**src/rtl/antialiased_line_rasterizer_top_assert.svh**
```systemverilog
// Assertion macros shared by the rasterizer RTL.
`ifndef ANTIALIASED_LINE_RASTERIZER_TOP_ASSERT_SVH
`define ANTIALIASED_LINE_RASTERIZER_TOP_ASSERT_SVH

// same-cycle implication
`define ALR_ASSERT_NOW(label, clk, rstn, ante, cons, msg) \
    label: assert property (@(posedge clk) disable iff (!rstn) (ante) |-> (cons)) \
        else $error(msg);

// next-cycle implication
`define ALR_ASSERT_NEXT(label, clk, rstn, ante, cons, msg) \
    label: assert property (@(posedge clk) disable iff (!rstn) (ante) |=> (cons)) \
        else $error(msg);

`endif

```
**src/rtl/alr_pkg.sv**
```systemverilog
package alr_pkg;

    localparam int COORD_BITS = 12;
    localparam int FRAC_BITS  = 16;

    localparam int PIX_W    = COORD_BITS + 1;
    localparam int ACC_W    = COORD_BITS + FRAC_BITS + 2;
    localparam int SLOPE_W  = FRAC_BITS + 2;
    localparam int WGT_W    = FRAC_BITS + 1;
    localparam int NUM_W    = COORD_BITS + FRAC_BITS;
    localparam int DCNT_W   = $clog2(NUM_W + 1);
    localparam int COLOR_W  = 24;
    localparam int COV_W    = 8;
    localparam int N_CHAN   = 3;
    localparam int CHAN_W   = 2;

    localparam int MUL_A_W  = (WGT_W > 16) ? WGT_W : 16;
    localparam int MUL_B_W  = 16;
    localparam int MUL_P_W  = MUL_A_W + MUL_B_W;

    // x / 255 == (x * 0x8081) >> 23 for every 16-bit x
    localparam logic [MUL_B_W-1:0] RECIP_255   = 16'h8081;
    localparam int                 RECIP_SHIFT = 23;
    localparam logic [15:0]        ROUND_127   = 16'd127;
    localparam logic [MUL_B_W-1:0] COV_SCALE   = 16'd255;

    localparam logic [WGT_W-1:0] ONE_WGT  = WGT_W'(1) << FRAC_BITS;
    localparam logic [WGT_W-1:0] HALF_WGT = WGT_W'(1) << (FRAC_BITS - 1);

    localparam int S_TDATA_W = ((4 * COORD_BITS + COLOR_W + 7) / 8) * 8;
    localparam int M_USED_W  = 2 * PIX_W + COV_W + COLOR_W;
    localparam int M_TDATA_W = ((M_USED_W + 7) / 8) * 8;

    typedef enum logic [2:0] {
        ST_IDLE,
        ST_DIV,
        ST_GO,
        ST_SHADE,
        ST_PUSH
    } alr_state_t;

    typedef enum logic [1:0] {
        PH_IDLE,
        PH_FAR,
        PH_INNER
    } alr_phase_t;

    typedef enum logic [1:0] {
        SH_IDLE,
        SH_COV,
        SH_CMUL,
        SH_CDIV
    } shd_step_t;

    typedef struct packed {
        logic                  start;
        logic [NUM_W-1:0]      num;
        logic [COORD_BITS-1:0] den;
    } div_req_t;

    typedef struct packed {
        logic             done;
        logic [WGT_W-1:0] quot;
    } div_rsp_t;

    typedef struct packed {
        logic               start;
        logic [WGT_W-1:0]   weight;
        logic [COLOR_W-1:0] color;
    } shd_req_t;

    typedef struct packed {
        logic               done;
        logic [COV_W-1:0]   cov;
        logic [COLOR_W-1:0] color;
    } shd_rsp_t;

endpackage

```
**src/rtl/alr_div.sv**
```systemverilog
// Restoring divider, one quotient bit per cycle.
module alr_div (
    input  logic              aclk,
    input  logic              aresetn,
    input  alr_pkg::div_req_t req,
    output alr_pkg::div_rsp_t rsp
);

    logic                           busy_reg, busy_next;
    logic                           done_reg, done_next;
    logic [alr_pkg::DCNT_W-1:0]     cnt_reg, cnt_next;
    logic [alr_pkg::NUM_W-1:0]      num_reg, num_next;
    logic [alr_pkg::COORD_BITS-1:0] rem_reg, rem_next;
    logic [alr_pkg::COORD_BITS-1:0] den_reg, den_next;
    logic [alr_pkg::COORD_BITS:0]   trial;
    logic [alr_pkg::COORD_BITS:0]   diff;
    logic                           qbit;

    always_comb begin
        trial = {rem_reg, num_reg[alr_pkg::NUM_W-1]};
        diff  = trial - {1'b0, den_reg};
        qbit  = (trial >= {1'b0, den_reg});

        busy_next = busy_reg;
        done_next = 1'b0;
        cnt_next  = cnt_reg;
        num_next  = num_reg;
        rem_next  = rem_reg;
        den_next  = den_reg;

        if (req.start) begin
            busy_next = 1'b1;
            cnt_next  = alr_pkg::DCNT_W'(alr_pkg::NUM_W);
            num_next  = req.num;
            rem_next  = '0;
            den_next  = req.den;
        end else if (busy_reg) begin
            // remainder stays below den, so it fits COORD_BITS
            rem_next = qbit ? diff[alr_pkg::COORD_BITS-1:0] : trial[alr_pkg::COORD_BITS-1:0];
            num_next = {num_reg[alr_pkg::NUM_W-2:0], qbit};
            cnt_next = cnt_reg - alr_pkg::DCNT_W'(1);
            if (cnt_reg == alr_pkg::DCNT_W'(1)) begin
                busy_next = 1'b0;
                done_next = 1'b1;
            end
        end
    end

    always_ff @(posedge aclk) begin
        if (!aresetn) begin
            busy_reg <= 1'b0;
            done_reg <= 1'b0;
        end else begin
            busy_reg <= busy_next;
            done_reg <= done_next;
        end
    end

    always_ff @(posedge aclk) begin
        cnt_reg <= cnt_next;
        num_reg <= num_next;
        rem_reg <= rem_next;
        den_reg <= den_next;
    end

    assign rsp.done = done_reg;
    assign rsp.quot = num_reg[alr_pkg::WGT_W-1:0];

endmodule

```
**src/rtl/alr_shade.sv**
```systemverilog
// Coverage and color scaling on one shared multiplier:
// weight*255, then per channel c*cov+127 followed by the /255 reciprocal.
module alr_shade (
    input  logic              aclk,
    input  logic              aresetn,
    input  alr_pkg::shd_req_t req,
    output alr_pkg::shd_rsp_t rsp
);

    alr_pkg::shd_step_t             step_reg, step_next;
    logic                           done_reg, done_next;
    logic [alr_pkg::CHAN_W-1:0]     chan_reg, chan_next;
    logic [alr_pkg::WGT_W-1:0]      wgt_reg, wgt_next;
    logic [alr_pkg::COLOR_W-1:0]    src_reg, src_next;
    logic [alr_pkg::COV_W-1:0]      cov_reg, cov_next;
    logic [15:0]                    x_reg, x_next;
    logic [alr_pkg::COLOR_W-1:0]    col_reg, col_next;

    logic [alr_pkg::MUL_A_W-1:0]    mul_a;
    logic [alr_pkg::MUL_B_W-1:0]    mul_b;
    logic [alr_pkg::MUL_P_W-1:0]    prod;
    logic [alr_pkg::MUL_P_W-1:0]    cov_sum;
    logic [alr_pkg::MUL_P_W-1:0]    cov_sh;
    logic [7:0]                     chan_byte;
    logic [7:0]                     quot;

    always_comb begin
        case (chan_reg)
            2'd0:    chan_byte = src_reg[7:0];
            2'd1:    chan_byte = src_reg[15:8];
            default: chan_byte = src_reg[23:16];
        endcase

        case (step_reg)
            alr_pkg::SH_COV: begin
                mul_a = alr_pkg::MUL_A_W'(wgt_reg);
                mul_b = alr_pkg::COV_SCALE;
            end
            alr_pkg::SH_CMUL: begin
                mul_a = alr_pkg::MUL_A_W'(cov_reg);
                mul_b = alr_pkg::MUL_B_W'(chan_byte);
            end
            alr_pkg::SH_CDIV: begin
                mul_a = alr_pkg::MUL_A_W'(x_reg);
                mul_b = alr_pkg::RECIP_255;
            end
            default: begin
                mul_a = '0;
                mul_b = '0;
            end
        endcase

        prod    = alr_pkg::MUL_P_W'(mul_a) * alr_pkg::MUL_P_W'(mul_b);
        cov_sum = prod + alr_pkg::MUL_P_W'(alr_pkg::HALF_WGT);
        cov_sh  = cov_sum >> alr_pkg::FRAC_BITS;
        quot    = prod[alr_pkg::RECIP_SHIFT +: 8];

        step_next = step_reg;
        done_next = 1'b0;
        chan_next = chan_reg;
        wgt_next  = wgt_reg;
        src_next  = src_reg;
        cov_next  = cov_reg;
        x_next    = x_reg;
        col_next  = col_reg;

        if (req.start) begin
            step_next = alr_pkg::SH_COV;
            wgt_next  = req.weight;
            src_next  = req.color;
        end else begin
            case (step_reg)
                alr_pkg::SH_COV: begin
                    cov_next  = (cov_sh > alr_pkg::MUL_P_W'(255)) ? 8'hFF : cov_sh[7:0];
                    chan_next = '0;
                    step_next = alr_pkg::SH_CMUL;
                end
                alr_pkg::SH_CMUL: begin
                    x_next    = prod[15:0] + alr_pkg::ROUND_127;
                    step_next = alr_pkg::SH_CDIV;
                end
                alr_pkg::SH_CDIV: begin
                    case (chan_reg)
                        2'd0:    col_next[7:0]   = quot;
                        2'd1:    col_next[15:8]  = quot;
                        default: col_next[23:16] = quot;
                    endcase
                    if (chan_reg == alr_pkg::CHAN_W'(alr_pkg::N_CHAN - 1)) begin
                        step_next = alr_pkg::SH_IDLE;
                        done_next = 1'b1;
                    end else begin
                        chan_next = chan_reg + alr_pkg::CHAN_W'(1);
                        step_next = alr_pkg::SH_CMUL;
                    end
                end
                default: step_next = alr_pkg::SH_IDLE;
            endcase
        end
    end

    always_ff @(posedge aclk) begin
        if (!aresetn) begin
            step_reg <= alr_pkg::SH_IDLE;
            done_reg <= 1'b0;
        end else begin
            step_reg <= step_next;
            done_reg <= done_next;
        end
    end

    always_ff @(posedge aclk) begin
        chan_reg <= chan_next;
        wgt_reg  <= wgt_next;
        src_reg  <= src_next;
        cov_reg  <= cov_next;
        x_reg    <= x_next;
        col_reg  <= col_next;
    end

    assign rsp.done  = done_reg;
    assign rsp.cov   = cov_reg;
    assign rsp.color = col_reg;

endmodule

```
**src/rtl/antialiased_line_rasterizer_top.sv**
```systemverilog
// Channel  Dir  tdata (low bit up)                                tuser / tlast
// s_       in   x_start, y_start, x_end, y_end, line_color         tuser = cmd
// m_       out  pixel_x, pixel_y, coverage, pixel_color, zero pad  tuser = line_done,
//                                                                  tlast = run_last
// Start word: taken, then the divide state (the divider is not started if zero length),
// then two pixels. Each pixel: issue, 7 passes of the shared multiplier, done and handoff.
// A step word yields two pixels, or none with no line running.
// Reset is synchronous and clears the sequencers and the output valid; no clearing pass.
// m_tready low holds the pixel in the output register; the next pixel is shaded
// meanwhile and waits for the register to empty. s_tready is high only when idle.

`include "antialiased_line_rasterizer_top_assert.svh"

module antialiased_line_rasterizer_top (
    input  logic                            aclk,
    input  logic                            aresetn,
    input  logic                            s_tvalid,
    output logic                            s_tready,
    // x_start, y_start, x_end, y_end, line_color
    input  logic [alr_pkg::S_TDATA_W-1:0]   s_tdata,
    // cmd
    input  logic                            s_tuser,
    output logic                            m_tvalid,
    input  logic                            m_tready,
    // pixel_x, pixel_y, coverage, pixel_color, zero pad
    output logic [alr_pkg::M_TDATA_W-1:0]   m_tdata,
    output logic                            m_tlast,
    // line_done
    output logic                            m_tuser
);

    localparam int CB = alr_pkg::COORD_BITS;
    localparam int PW = alr_pkg::PIX_W;

    alr_pkg::alr_state_t            state_reg, state_next;
    alr_pkg::alr_phase_t            phase_reg, phase_next;
    logic                           m_valid_reg, m_valid_next;

    logic                           steep_reg, steep_next;
    logic                           neg_reg, neg_next;
    logic                           degen_reg, degen_next;
    logic [CB-1:0]                  start_maj_reg, start_maj_next;
    logic [CB-1:0]                  start_min_reg, start_min_next;
    logic [PW-1:0]                  far_maj_reg, far_maj_next;
    logic [PW-1:0]                  far_min_reg, far_min_next;
    logic [alr_pkg::COLOR_W-1:0]    color_reg, color_next;
    logic [PW-1:0]                  major_pos_reg, major_pos_next;
    logic [PW-1:0]                  major_last_reg, major_last_next;
    logic [alr_pkg::ACC_W-1:0]      minor_acc_reg, minor_acc_next;
    logic [alr_pkg::SLOPE_W-1:0]    slope_reg, slope_next;
    logic [PW-1:0]                  pair_maj_reg, pair_maj_next;
    logic [PW-1:0]                  pair_mnr_reg, pair_mnr_next;
    logic [alr_pkg::WGT_W-1:0]      pair_w0_reg, pair_w0_next;
    logic [alr_pkg::WGT_W-1:0]      pair_w1_reg, pair_w1_next;
    logic                           pair_done_reg, pair_done_next;
    logic                           pix_k_reg, pix_k_next;

    logic [PW-1:0]                  out_x_reg, out_x_next;
    logic [PW-1:0]                  out_y_reg, out_y_next;
    logic [alr_pkg::COV_W-1:0]      out_cov_reg, out_cov_next;
    logic [alr_pkg::COLOR_W-1:0]    out_color_reg, out_color_next;
    logic                           out_last_reg, out_last_next;
    logic                           out_done_reg, out_done_next;

    alr_pkg::div_req_t              div_req;
    alr_pkg::div_rsp_t              div_rsp;
    alr_pkg::shd_req_t              shd_req;
    alr_pkg::shd_rsp_t              shd_rsp;

    // start word decode
    logic [CB-1:0]                  ax, ay, bx, by;
    logic [alr_pkg::COLOR_W-1:0]    in_color;
    logic [CB:0]                    dx, dy, adx_full, ady_full, dmin, admin_full;
    logic [CB-1:0]                  adx, ady;
    logic                           steep_in, swap;
    logic [CB-1:0]                  amaj0, amin0, bmaj0, bmin0;
    logic [CB-1:0]                  amaj, amin, bmaj, bmin, dmaj;

    // per-step values
    logic                           far_done;
    logic [PW-1:0]                  floor_mnr;
    logic [alr_pkg::FRAC_BITS-1:0]  frac_mnr;
    logic [PW-1:0]                  major_inc;
    logic                           inner_done;
    logic [alr_pkg::SLOPE_W-1:0]    quot_ext, slope_v;
    logic [PW-1:0]                  pix_mnr;

    alr_div u_div (
        .aclk    (aclk),
        .aresetn (aresetn),
        .req     (div_req),
        .rsp     (div_rsp)
    );

    alr_shade u_shade (
        .aclk    (aclk),
        .aresetn (aresetn),
        .req     (shd_req),
        .rsp     (shd_rsp)
    );

    always_comb begin
        ax       = s_tdata[0 +: CB];
        ay       = s_tdata[CB +: CB];
        bx       = s_tdata[2*CB +: CB];
        by       = s_tdata[3*CB +: CB];
        in_color = s_tdata[4*CB +: alr_pkg::COLOR_W];

        dx       = {1'b0, bx} - {1'b0, ax};
        dy       = {1'b0, by} - {1'b0, ay};
        adx_full = dx[CB] ? ((CB+1)'(0) - dx) : dx;
        ady_full = dy[CB] ? ((CB+1)'(0) - dy) : dy;
        adx      = adx_full[CB-1:0];
        ady      = ady_full[CB-1:0];
        // equal spans take y as the major axis
        steep_in = !(adx > ady);

        amaj0 = steep_in ? ay : ax;
        amin0 = steep_in ? ax : ay;
        bmaj0 = steep_in ? by : bx;
        bmin0 = steep_in ? bx : by;
        swap  = (bmaj0 < amaj0);
        amaj  = swap ? bmaj0 : amaj0;
        amin  = swap ? bmin0 : amin0;
        bmaj  = swap ? amaj0 : bmaj0;
        bmin  = swap ? amin0 : bmin0;

        dmaj       = bmaj - amaj;
        dmin       = {1'b0, bmin} - {1'b0, amin};
        admin_full = dmin[CB] ? ((CB+1)'(0) - dmin) : dmin;

        far_done   = (major_pos_reg >= major_last_reg);
        floor_mnr  = minor_acc_reg[alr_pkg::FRAC_BITS +: PW];
        frac_mnr   = minor_acc_reg[alr_pkg::FRAC_BITS-1:0];
        major_inc  = major_pos_reg + PW'(1);
        inner_done = (major_inc >= major_last_reg);

        quot_ext = {1'b0, div_rsp.quot};
        if (degen_reg) begin
            slope_v = '0;
        end else if (neg_reg) begin
            slope_v = alr_pkg::SLOPE_W'(0) - quot_ext;
        end else begin
            slope_v = quot_ext;
        end

        pix_mnr = pair_mnr_reg + PW'(pix_k_reg);

        div_req.start = 1'b0;
        div_req.num   = {admin_full[CB-1:0], {alr_pkg::FRAC_BITS{1'b0}}};
        div_req.den   = dmaj;

        shd_req.start  = 1'b0;
        shd_req.weight = pix_k_reg ? pair_w1_reg : pair_w0_reg;
        shd_req.color  = color_reg;

        state_next      = state_reg;
        phase_next      = phase_reg;
        m_valid_next    = m_valid_reg;
        steep_next      = steep_reg;
        neg_next        = neg_reg;
        degen_next      = degen_reg;
        start_maj_next  = start_maj_reg;
        start_min_next  = start_min_reg;
        far_maj_next    = far_maj_reg;
        far_min_next    = far_min_reg;
        color_next      = color_reg;
        major_pos_next  = major_pos_reg;
        major_last_next = major_last_reg;
        minor_acc_next  = minor_acc_reg;
        slope_next      = slope_reg;
        pair_maj_next   = pair_maj_reg;
        pair_mnr_next   = pair_mnr_reg;
        pair_w0_next    = pair_w0_reg;
        pair_w1_next    = pair_w1_reg;
        pair_done_next  = pair_done_reg;
        pix_k_next      = pix_k_reg;
        out_x_next      = out_x_reg;
        out_y_next      = out_y_reg;
        out_cov_next    = out_cov_reg;
        out_color_next  = out_color_reg;
        out_last_next   = out_last_reg;
        out_done_next   = out_done_reg;

        if (m_tready) begin
            m_valid_next = 1'b0;
        end

        case (state_reg)
            alr_pkg::ST_IDLE: begin
                if (s_tvalid) begin
                    if (!s_tuser) begin
                        steep_next     = steep_in;
                        neg_next       = dmin[CB];
                        degen_next     = (dmaj == '0);
                        start_maj_next = amaj;
                        start_min_next = amin;
                        far_maj_next   = {1'b0, bmaj};
                        far_min_next   = {1'b0, bmin};
                        color_next     = in_color;
                        div_req.start  = (dmaj != '0);
                        state_next     = alr_pkg::ST_DIV;
                    end else if (phase_reg == alr_pkg::PH_FAR) begin
                        pair_maj_next  = far_maj_reg;
                        pair_mnr_next  = far_min_reg;
                        pair_w0_next   = alr_pkg::HALF_WGT;
                        pair_w1_next   = '0;
                        pair_done_next = far_done;
                        phase_next     = far_done ? alr_pkg::PH_IDLE : alr_pkg::PH_INNER;
                        pix_k_next     = 1'b0;
                        state_next     = alr_pkg::ST_GO;
                    end else if (phase_reg == alr_pkg::PH_INNER) begin
                        pair_maj_next  = major_pos_reg;
                        pair_mnr_next  = floor_mnr;
                        pair_w0_next   = alr_pkg::ONE_WGT - {1'b0, frac_mnr};
                        pair_w1_next   = {1'b0, frac_mnr};
                        pair_done_next = inner_done;
                        major_pos_next = major_inc;
                        minor_acc_next = minor_acc_reg
                                         + {{(alr_pkg::ACC_W-alr_pkg::SLOPE_W)
                                             {slope_reg[alr_pkg::SLOPE_W-1]}}, slope_reg};
                        if (inner_done) begin
                            phase_next = alr_pkg::PH_IDLE;
                        end
                        pix_k_next     = 1'b0;
                        state_next     = alr_pkg::ST_GO;
                    end
                end
            end
            alr_pkg::ST_DIV: begin
                if (degen_reg || div_rsp.done) begin
                    slope_next      = slope_v;
                    major_pos_next  = {1'b0, start_maj_reg} + PW'(1);
                    major_last_next = far_maj_reg;
                    minor_acc_next  = {2'b00, start_min_reg, {alr_pkg::FRAC_BITS{1'b0}}}
                                      + {{(alr_pkg::ACC_W-alr_pkg::SLOPE_W)
                                          {slope_v[alr_pkg::SLOPE_W-1]}}, slope_v};
                    phase_next      = alr_pkg::PH_FAR;
                    pair_maj_next   = {1'b0, start_maj_reg};
                    pair_mnr_next   = {1'b0, start_min_reg};
                    pair_w0_next    = alr_pkg::HALF_WGT;
                    pair_w1_next    = '0;
                    pair_done_next  = 1'b0;
                    pix_k_next      = 1'b0;
                    state_next      = alr_pkg::ST_GO;
                end
            end
            alr_pkg::ST_GO: begin
                shd_req.start = 1'b1;
                state_next    = alr_pkg::ST_SHADE;
            end
            alr_pkg::ST_SHADE: begin
                if (shd_rsp.done) begin
                    state_next = alr_pkg::ST_PUSH;
                end
            end
            alr_pkg::ST_PUSH: begin
                if (!m_valid_reg || m_tready) begin
                    m_valid_next   = 1'b1;
                    out_x_next     = steep_reg ? pix_mnr : pair_maj_reg;
                    out_y_next     = steep_reg ? pair_maj_reg : pix_mnr;
                    out_cov_next   = shd_rsp.cov;
                    out_color_next = shd_rsp.color;
                    out_last_next  = pix_k_reg;
                    out_done_next  = pix_k_reg & pair_done_reg;
                    if (pix_k_reg) begin
                        state_next = alr_pkg::ST_IDLE;
                    end else begin
                        pix_k_next = 1'b1;
                        state_next = alr_pkg::ST_GO;
                    end
                end
            end
            default: state_next = alr_pkg::ST_IDLE;
        endcase
    end

    always_ff @(posedge aclk) begin
        if (!aresetn) begin
            state_reg   <= alr_pkg::ST_IDLE;
            phase_reg   <= alr_pkg::PH_IDLE;
            m_valid_reg <= 1'b0;
        end else begin
            state_reg   <= state_next;
            phase_reg   <= phase_next;
            m_valid_reg <= m_valid_next;
        end
    end

    always_ff @(posedge aclk) begin
        steep_reg      <= steep_next;
        neg_reg        <= neg_next;
        degen_reg      <= degen_next;
        start_maj_reg  <= start_maj_next;
        start_min_reg  <= start_min_next;
        far_maj_reg    <= far_maj_next;
        far_min_reg    <= far_min_next;
        color_reg      <= color_next;
        major_pos_reg  <= major_pos_next;
        major_last_reg <= major_last_next;
        minor_acc_reg  <= minor_acc_next;
        slope_reg      <= slope_next;
        pair_maj_reg   <= pair_maj_next;
        pair_mnr_reg   <= pair_mnr_next;
        pair_w0_reg    <= pair_w0_next;
        pair_w1_reg    <= pair_w1_next;
        pair_done_reg  <= pair_done_next;
        pix_k_reg      <= pix_k_next;
        out_x_reg      <= out_x_next;
        out_y_reg      <= out_y_next;
        out_cov_reg    <= out_cov_next;
        out_color_reg  <= out_color_next;
        out_last_reg   <= out_last_next;
        out_done_reg   <= out_done_next;
    end

    assign s_tready = (state_reg == alr_pkg::ST_IDLE);
    assign m_tvalid = m_valid_reg;
    assign m_tdata  = alr_pkg::M_TDATA_W'({out_color_reg, out_cov_reg, out_y_reg, out_x_reg});
    assign m_tlast  = out_last_reg;
    assign m_tuser  = out_done_reg;

    `ALR_ASSERT_NOW(a_div_done_in_div, aclk, aresetn, div_rsp.done, state_reg == alr_pkg::ST_DIV, "divider finished outside the divide state")
    `ALR_ASSERT_NOW(a_shade_done_in_shade, aclk, aresetn, shd_rsp.done, state_reg == alr_pkg::ST_SHADE, "shade finished outside the shade state")
    `ALR_ASSERT_NOW(a_done_on_second, aclk, aresetn, m_tvalid && m_tuser, m_tlast, "line end flagged on the first pixel of a pair")
    `ALR_ASSERT_NEXT(a_push_waits, aclk, aresetn, state_reg == alr_pkg::ST_PUSH && m_valid_reg && !m_tready, state_reg == alr_pkg::ST_PUSH, "pixel handoff left while the output register was full")

endmodule
```
**config.mk**
```make
export PLATFORM = sky130hd
export DESIGN_NAME = antialiased_line_rasterizer_top
export DESIGN_NICKNAME = d
export VERILOG_FILES = /design/src/rtl/alr_pkg.sv /design/src/rtl/alr_div.sv /design/src/rtl/alr_shade.sv /design/src/rtl/antialiased_line_rasterizer_top.sv
export VERILOG_INCLUDE_DIRS = /design/src /design/src/rtl
export SDC_FILE = /design/constraint.sdc
export NUM_CORES = 1
export LEC_CHECK = 0
export BUFFER_PORTS_ARGS = -buffer_cell sky130_fd_sc_hd__buf_2
export CORE_UTILIZATION = 55
export CTS_CLUSTER_DIAMETER = 30
export CTS_CLUSTER_SIZE = 16
export DETAILED_ROUTE_END_ITERATION = 16
export PLACE_DENSITY = 0.75
export SETUP_SLACK_MARGIN = 0.3
export SLEW_MARGIN = 20
export SYNTH_ARGS = -nofsm -noshare
export SYNTH_HDL_FRONTEND = slang
export SYNTH_SLANG_ARGS = --single-unit
```
**constraint.sdc**
```tcl
create_clock -name aclk -period 12.98 [get_ports aclk]
set_input_delay 0.649 -clock aclk [delete_from_list [all_inputs] [get_ports aclk]]
set_output_delay 0.649 -clock aclk [all_outputs]
set_load 0.01 [all_outputs]
```
==> impl_metrics.yaml, run 1 <==
cells_and_area:
  largest_register_ffs: 29
  mostFrequentLayoutCells: "edfxtp_1, inv_1, nor2_1, nand2_1, ha_1"
  multi_input_area_um2: 16450
  drive_gt1_frac: 0.1283
  filler_cell_count: 4185
  regArea_um2: 12350
  area_delta_synth_final_pct: 15.16
  fin_nets: 3631
  final_common_cell: "edfxtp_1"
clock_network:
  clk_latency_ns: 0.63
  cts_setup_buffers: 0
  cts_tree: "built"
  cts_made_buffers: 90
  cts_root_buffer: "clkbuf_16"
  cts_hold_buffers: 0
  path_clk_slew_ns: 0.05
  h-tree-depth: 3
  cts.repair.resized: 0
  clockBufferDepth: 3
  cts.sinks: 426
critical_path:
  reg2reg_slack_ns: 2.74
  cpPeakStageDelay_ns: 0.56
  critPathMaxFanout: 59
  crit_type: "primary input to register"
  worst_path_max_delay_cell: "buf_4"
  r2r-end: "u_shade.cov_reg[3]$_SDFFCE_PN1P_"
  arrival_ns: 11.58
  r2r_start: "u_shade.chan_reg[0]$_SDFFCE_PP0P_"
  crit_required_ns: 13.32
  reg2regPathDepth: 34
  crit_top_cell: "a21oi_1"
  end_kind: "register"
  start_kind: "primary input"
run:
  maxCapViolCount: 0
sta:
  fmax_ghz: 0.08900
  finalSetupTns_ns: 0
  slew_headroom: 0.2832
  fin_ws_ns: 1.744
  finalCritPeriodShare: 0.8656
  rsz0062_at_grt: "no"
  worst_pin_slew_ns: 1.062
  finalSetupViolCount: 0
  slew_violations: 0
  finClkSkew_ns: 0.03072
  hold_viol: 0
  min_period_ns: 11.24
synthesis:
  synth_ff_type: "edfxtp_1"
  synthCells: 3048
  synth_edf_count: 382
  ys_seq_elements: 426
  syn_avg_cell_area_um2: 10.03
  async_flop_share: 0
  yosysSeqAreaShare: 0.4040
  syn-cell-area_um2: 30580
  synth_cell_types: 86
  yosys_warnings: 0
grt:
  grt_pass1_wl_um: 119200
  grt_antenna_before_repair: 6
  grt.total_usage: 0.2673
  grt_max_degree: 99
  overflow: 0
  met1_usage: 0.3361
  met3_usage: 0.04773
  busiest_layer: "met2"
  grtUsageMet2: 0.4604
  grt_pass1_vias: 22850
floorplan:
  design.core.area_um2: 54990
  pin_count: 145
  die-area_um2: 56540
  initial_core_util: 0.5561
  row_count: 86
  chipHeight_um: 237.8
  die_w_um: 237.8
routing:
  drt-initial-drc-count: 1844
  drt-total-wl_um: 75270
  dr.pass1.iters: 6
  routedWlPerCell_um: 18.67
  drc_errors: 0
  via_per_inst: 5.683
  vias: 22910
  ant_nets: 0
place:
  gp_congestion: 0.9275
  hpwl_um: 57210
  io_buffers: 138
  dp_slack_ns: 1.288
run_status:
  status: "completed"
power:
  max-vdd-ir-drop_mv: 0.4149
  p_leak_uw: 0.01488
  power_density_nw_per_um2: 252.1
hold_path:
  hp-class: "primary input to register"
  hp-start: "s_tdata[49]"
  hold_path_depth: 1
  holdPathEnd: "color_reg[1]$_DFFE_PP_"
report_power, final:
part	internal (µW)	switching, µW	total, µW
Clock	1570	772	2340
Combinational	1730	2780	4510
Sequential	1880	145	2020
logic make-up after synthesis:
group	Yosys count	synth area share
buffers and inverters	473	0.06015
multiplexers	164	0.05622
AO/OA/AOI/OAI	525	0.1117
adder cells (fa/ha/maj)	350	0.1684
other	1	0.0001226
flip-flops	426	0.4040
XOR/XNOR	198	0.05671
AND/OR/NAND/NOR	911	0.1427
synthesized netlist by cell type (25+ instances only):
| cell type | instances | share of area |
|---|---|---|
| and2_1 | 25 | 0.0051 |
| xnor2_1 | 112 | 0.032 |
| xor2_1 | 86 | 0.025 |
| nand3_1 | 52 | 0.0085 |
| ha_1 | 246 | 0.10 |
| a21oi_1 | 150 | 0.025 |
| nand2_1 | 246 | 0.030 |
| a21o_1 | 32 | 0.0079 |
| o21a_1 | 26 | 0.0064 |
| mux2i_1 | 108 | 0.035 |
| clkbuf_1 | 76 | 0.0093 |
| o21ai_0 | 122 | 0.020 |
| inv_1 | 367 | 0.045 |
| nor2b_1 | 48 | 0.0098 |
| mux2_2 | 54 | 0.020 |
| and3_1 | 51 | 0.010 |
| nand2b_1 | 46 | 0.0094 |
| nor2_1 | 287 | 0.035 |
| nor3_1 | 40 | 0.0065 |
| edfxtp_1 | 382 | 0.38 |
| dfxtp_1 | 44 | 0.029 |
| fa_1 | 103 | 0.067 |
worst max path at each step:
stage / start / to / slack, ns
5_1_grt: s_tdata[36] / u_div.num_reg[27]$_DFFE_PP_ / 0.93
4_1_cts: s_tdata[36] / u_div.num_reg[27]$_DFFE_PP_ / 1.91
3_5_place_dp: s_tdata[36] / u_div.num_reg[27]$_DFFE_PP_ / 1.29
3_3_place_gp: s_tdata[36] / u_div.num_reg[27]$_DFFE_PP_ / 1.51
6_report: s_tdata[36] / u_div.num_reg[27]$_DFFE_PP_ / 1.74
2_1_floorplan: degen_reg$_DFFE_PP_ / phase_reg[1]$_SDFFE_PN0P_ / 0.83
worst max-delay path: cells and delay by family:
kind                       cells  cell delay, ns
adders and majority gates      5            1.49
buffers and inverters          6            1.17
AOI/OAI and AO/OA             25            5.33
muxes                          3            0.75
xor gates and xnor gates       2            0.28
and+or+nand+nor               10            1.87
area by class of cell:
class,count,share of cell area
multi-input combinational,2154,0.4673
clock buffer,112,0.06922
clock inverter,56,0.02086
inverter,368,0.03930
timing repair buffer,165,0.02580
tap,748,0.02658
sequential,426,0.3508
antenna,2,0.0001421
routing by layer:
layer	wire length [µm]	share of wire
met5	61	0.00081
met4	2183	0.029
met3	5181	0.069
met2	36920	0.49
met1	30930	0.41
through the flow:
stage | power [µW] | utilization | cell area [µm²] | hold WS, ns | instances
final | 8875 | 0.6404 | 35210 | 0.1988 | 4031
after CTS | 8834 | 0.6398 | 35180 | 0.1544 | 4027
after detailed placement | 6438 | 0.5821 | 32010 | 0.4045 | 3859
after global placement | 6317 | 0.5821 | 32010 | 0.4011 | 3859
after floorplan | 5388 | - | 30600 | 0.4003 | 3053
after global routing | 9447 | 0.6404 | 35210 | 0.1700 | 4030
(Power assumes the default switching activity.)
==> inputs of run 2 (changes only) <==
PLACE_DENSITY = 0.73   (was 0.75)
clock period = 12.1 ns   (was 12.98 ns; I/O delays follow)
==> impl_metrics.yaml, run 2 (synthesis gave the netlist of run 1 again) <==
cells_and_area:
  drive_gt1_frac: 0.1304
  area_delta_synth_final_pct: 14.91
  design_area_um2: 35130
  final_common_cell: "edfxtp_1"
  fin_util: 0.6390
  mostFrequentLayoutCells: "edfxtp_1, inv_1, nor2_1, nand2_1, ha_1"
  largest_register_ffs: 29
  fin_nets: 3633
power:
  p_leak_uw: 0.01488
  pwr-share-comb: 0.514
  power.switching_uw: 4002
  p_clk_frac: 0.257
  seqPwrFrac: 0.229
  max-vdd-ir-drop_mv: 0.3651
  p_int_uw: 5503
  sw_frac_of_total: 0.4210
  power_density_nw_per_um2: 270.5
grt:
  grt_pass1_vias: 22630
  grt.total_usage: 0.2658
  grt_antenna_before_repair: 3
  grt_max_degree: 99
  grt_pass1_wl_um: 118600
  overflow: 0
floorplan:
  design.core.area_um2: 54990
  die-area_um2: 56540
  pin_count: 145
  initial_core_util: 0.5561
  chipHeight_um: 237.8
  row_count: 86
  die_w_um: 237.8
sta:
  slew_headroom: 0.3691
  finClkSkew_ns: 0.02790
  finalCritPeriodShare: 0.9089
  finalSetupViolCount: 0
  fin_ws_ns: 1.102
  holdWs_ns: 0.1580
  finalSetupTns_ns: 0
  worst_pin_slew_ns: 0.9454
  slew_violations: 0
  rsz0062_at_grt: "no"
  hold_viol: 0
  fmax_ghz: 0.09092
  min_period_ns: 11.00
clock_network:
  cts_tree: "built"
  clockBufferDepth: 3
  cts_made_buffers: 87
  cts_root_buffer: "clkbuf_16"
  cts_hold_buffers: 0
  clk_latency_ns: 0.62
  cts.repair.resized: 0
  path_clk_slew_ns: 0.05
  cts_setup_buffers: 0
  h-tree-depth: 3
  cts.sinks: 426
hold_path:
  hold_path_depth: 1
  hp-class: "primary input to register"
  holdPathEnd: "color_reg[10]$_DFFE_PP_"
  hp-start: "s_tdata[58]"
routing:
  ant_nets: 0
  drt-initial-drc-count: 1978
  drt-total-wl_um: 74840
  routedWlPerCell_um: 18.57
  vias: 22890
  via_per_inst: 5.677
  drc_errors: 0
  dr.pass1.iters: 6
critical_path:
  r2r-end: "u_shade.cov_reg[3]$_SDFFCE_PN1P_"
  worst_path_max_delay_cell: "o31ai_4"
  arrival_ns: 11.34
  cp-startpoint: "s_tdata[24]"
  cpPeakStageDelay_ns: 0.66
  reg2regPathDepth: 35
  critPathMaxFanout: 63
  crit_top_cell: "a21oi_1"
  crit_required_ns: 12.44
  crit_type: "primary input to register"
  reg2reg_slack_ns: 2.18
  start_kind: "primary input"
  r2r_start: "u_shade.chan_reg[0]$_SDFFCE_PP0P_"
  end_kind: "register"
place:
  dpl_cell_area_um2: 32050
  dp_slack_ns: 0.6227
  hpwl_um: 57370
  gp_congestion: 0.9435
  io_buffers: 138
run:
  maxCapViolCount: 0
run_status:
  status: "completed"
-- run 2: power by group through the flow --
stage / Combinational [µW] / Sequential [µW] / Clock [µW]
final: 4880 / 2180 / 2450
after global routing: 5360 / 2190 / 2550
after CTS: 4810 / 2180 / 2480
after detailed placement: 4770 / 2200 / 0
after global placement: 4620 / 2190 / 0
after floorplan: 3650 / 2120 / 0
-- run 2: area by class of cell --
class,count,area [µm²]
Inverter,368,1384
Antenna cell,1,2.502
Timing Repair Buffer,170,945.9
Clock inverter,67,784.5
Tap cell,748,935.9
Clock buffer,97,2267
Fill cell,4232,19850
Sequential cell,426,12350
Multi-Input combinational cell,2154,16460
-- run 2: per-layer routing --
metal  wire length (µm)  share of wire  GRT usage  vias to the layer above
met5                 24        0.00032          0                        -
met4               2192          0.029    0.09658                        4
met3               4083          0.055    0.03948                      148
met2              36710           0.49     0.4562                      730
met1              31830           0.43     0.3403                    11030
li1                   -              -          -                    10970
-- run 2: worst max path at each step --
stage	endpoint	slack, ns
6_report	u_div.num_reg[27]$_DFFE_PP_	1.10
2_1_floorplan	u_div.num_reg[27]$_DFFE_PP_	0.99
3_5_place_dp	u_div.num_reg[27]$_DFFE_PP_	0.62
5_1_grt	u_div.num_reg[27]$_DFFE_PP_	0.32
3_3_place_gp	u_div.num_reg[27]$_DFFE_PP_	0.92
4_1_cts	u_div.num_reg[27]$_DFFE_PP_	1.25
-- run 2: metrics by stage --
stage,total power (µW),instances
4_1_cts,9464,4029
6_report,9505,4031
2_1_floorplan,5777,3053
3_5_place_dp,6965,3865
5_1_grt,10100,4030
3_3_place_gp,6815,3865
-- run 2: worst max-delay path: cells and delay by family --
kind / cells / cell delay (ns)
xor+xnor: 2 / 0.30
mux: 4 / 1.00
compound gates: 19 / 4.53
fa+ha+maj: 5 / 1.62
simple gates: 9 / 1.42
buf+inv: 7 / 1.78
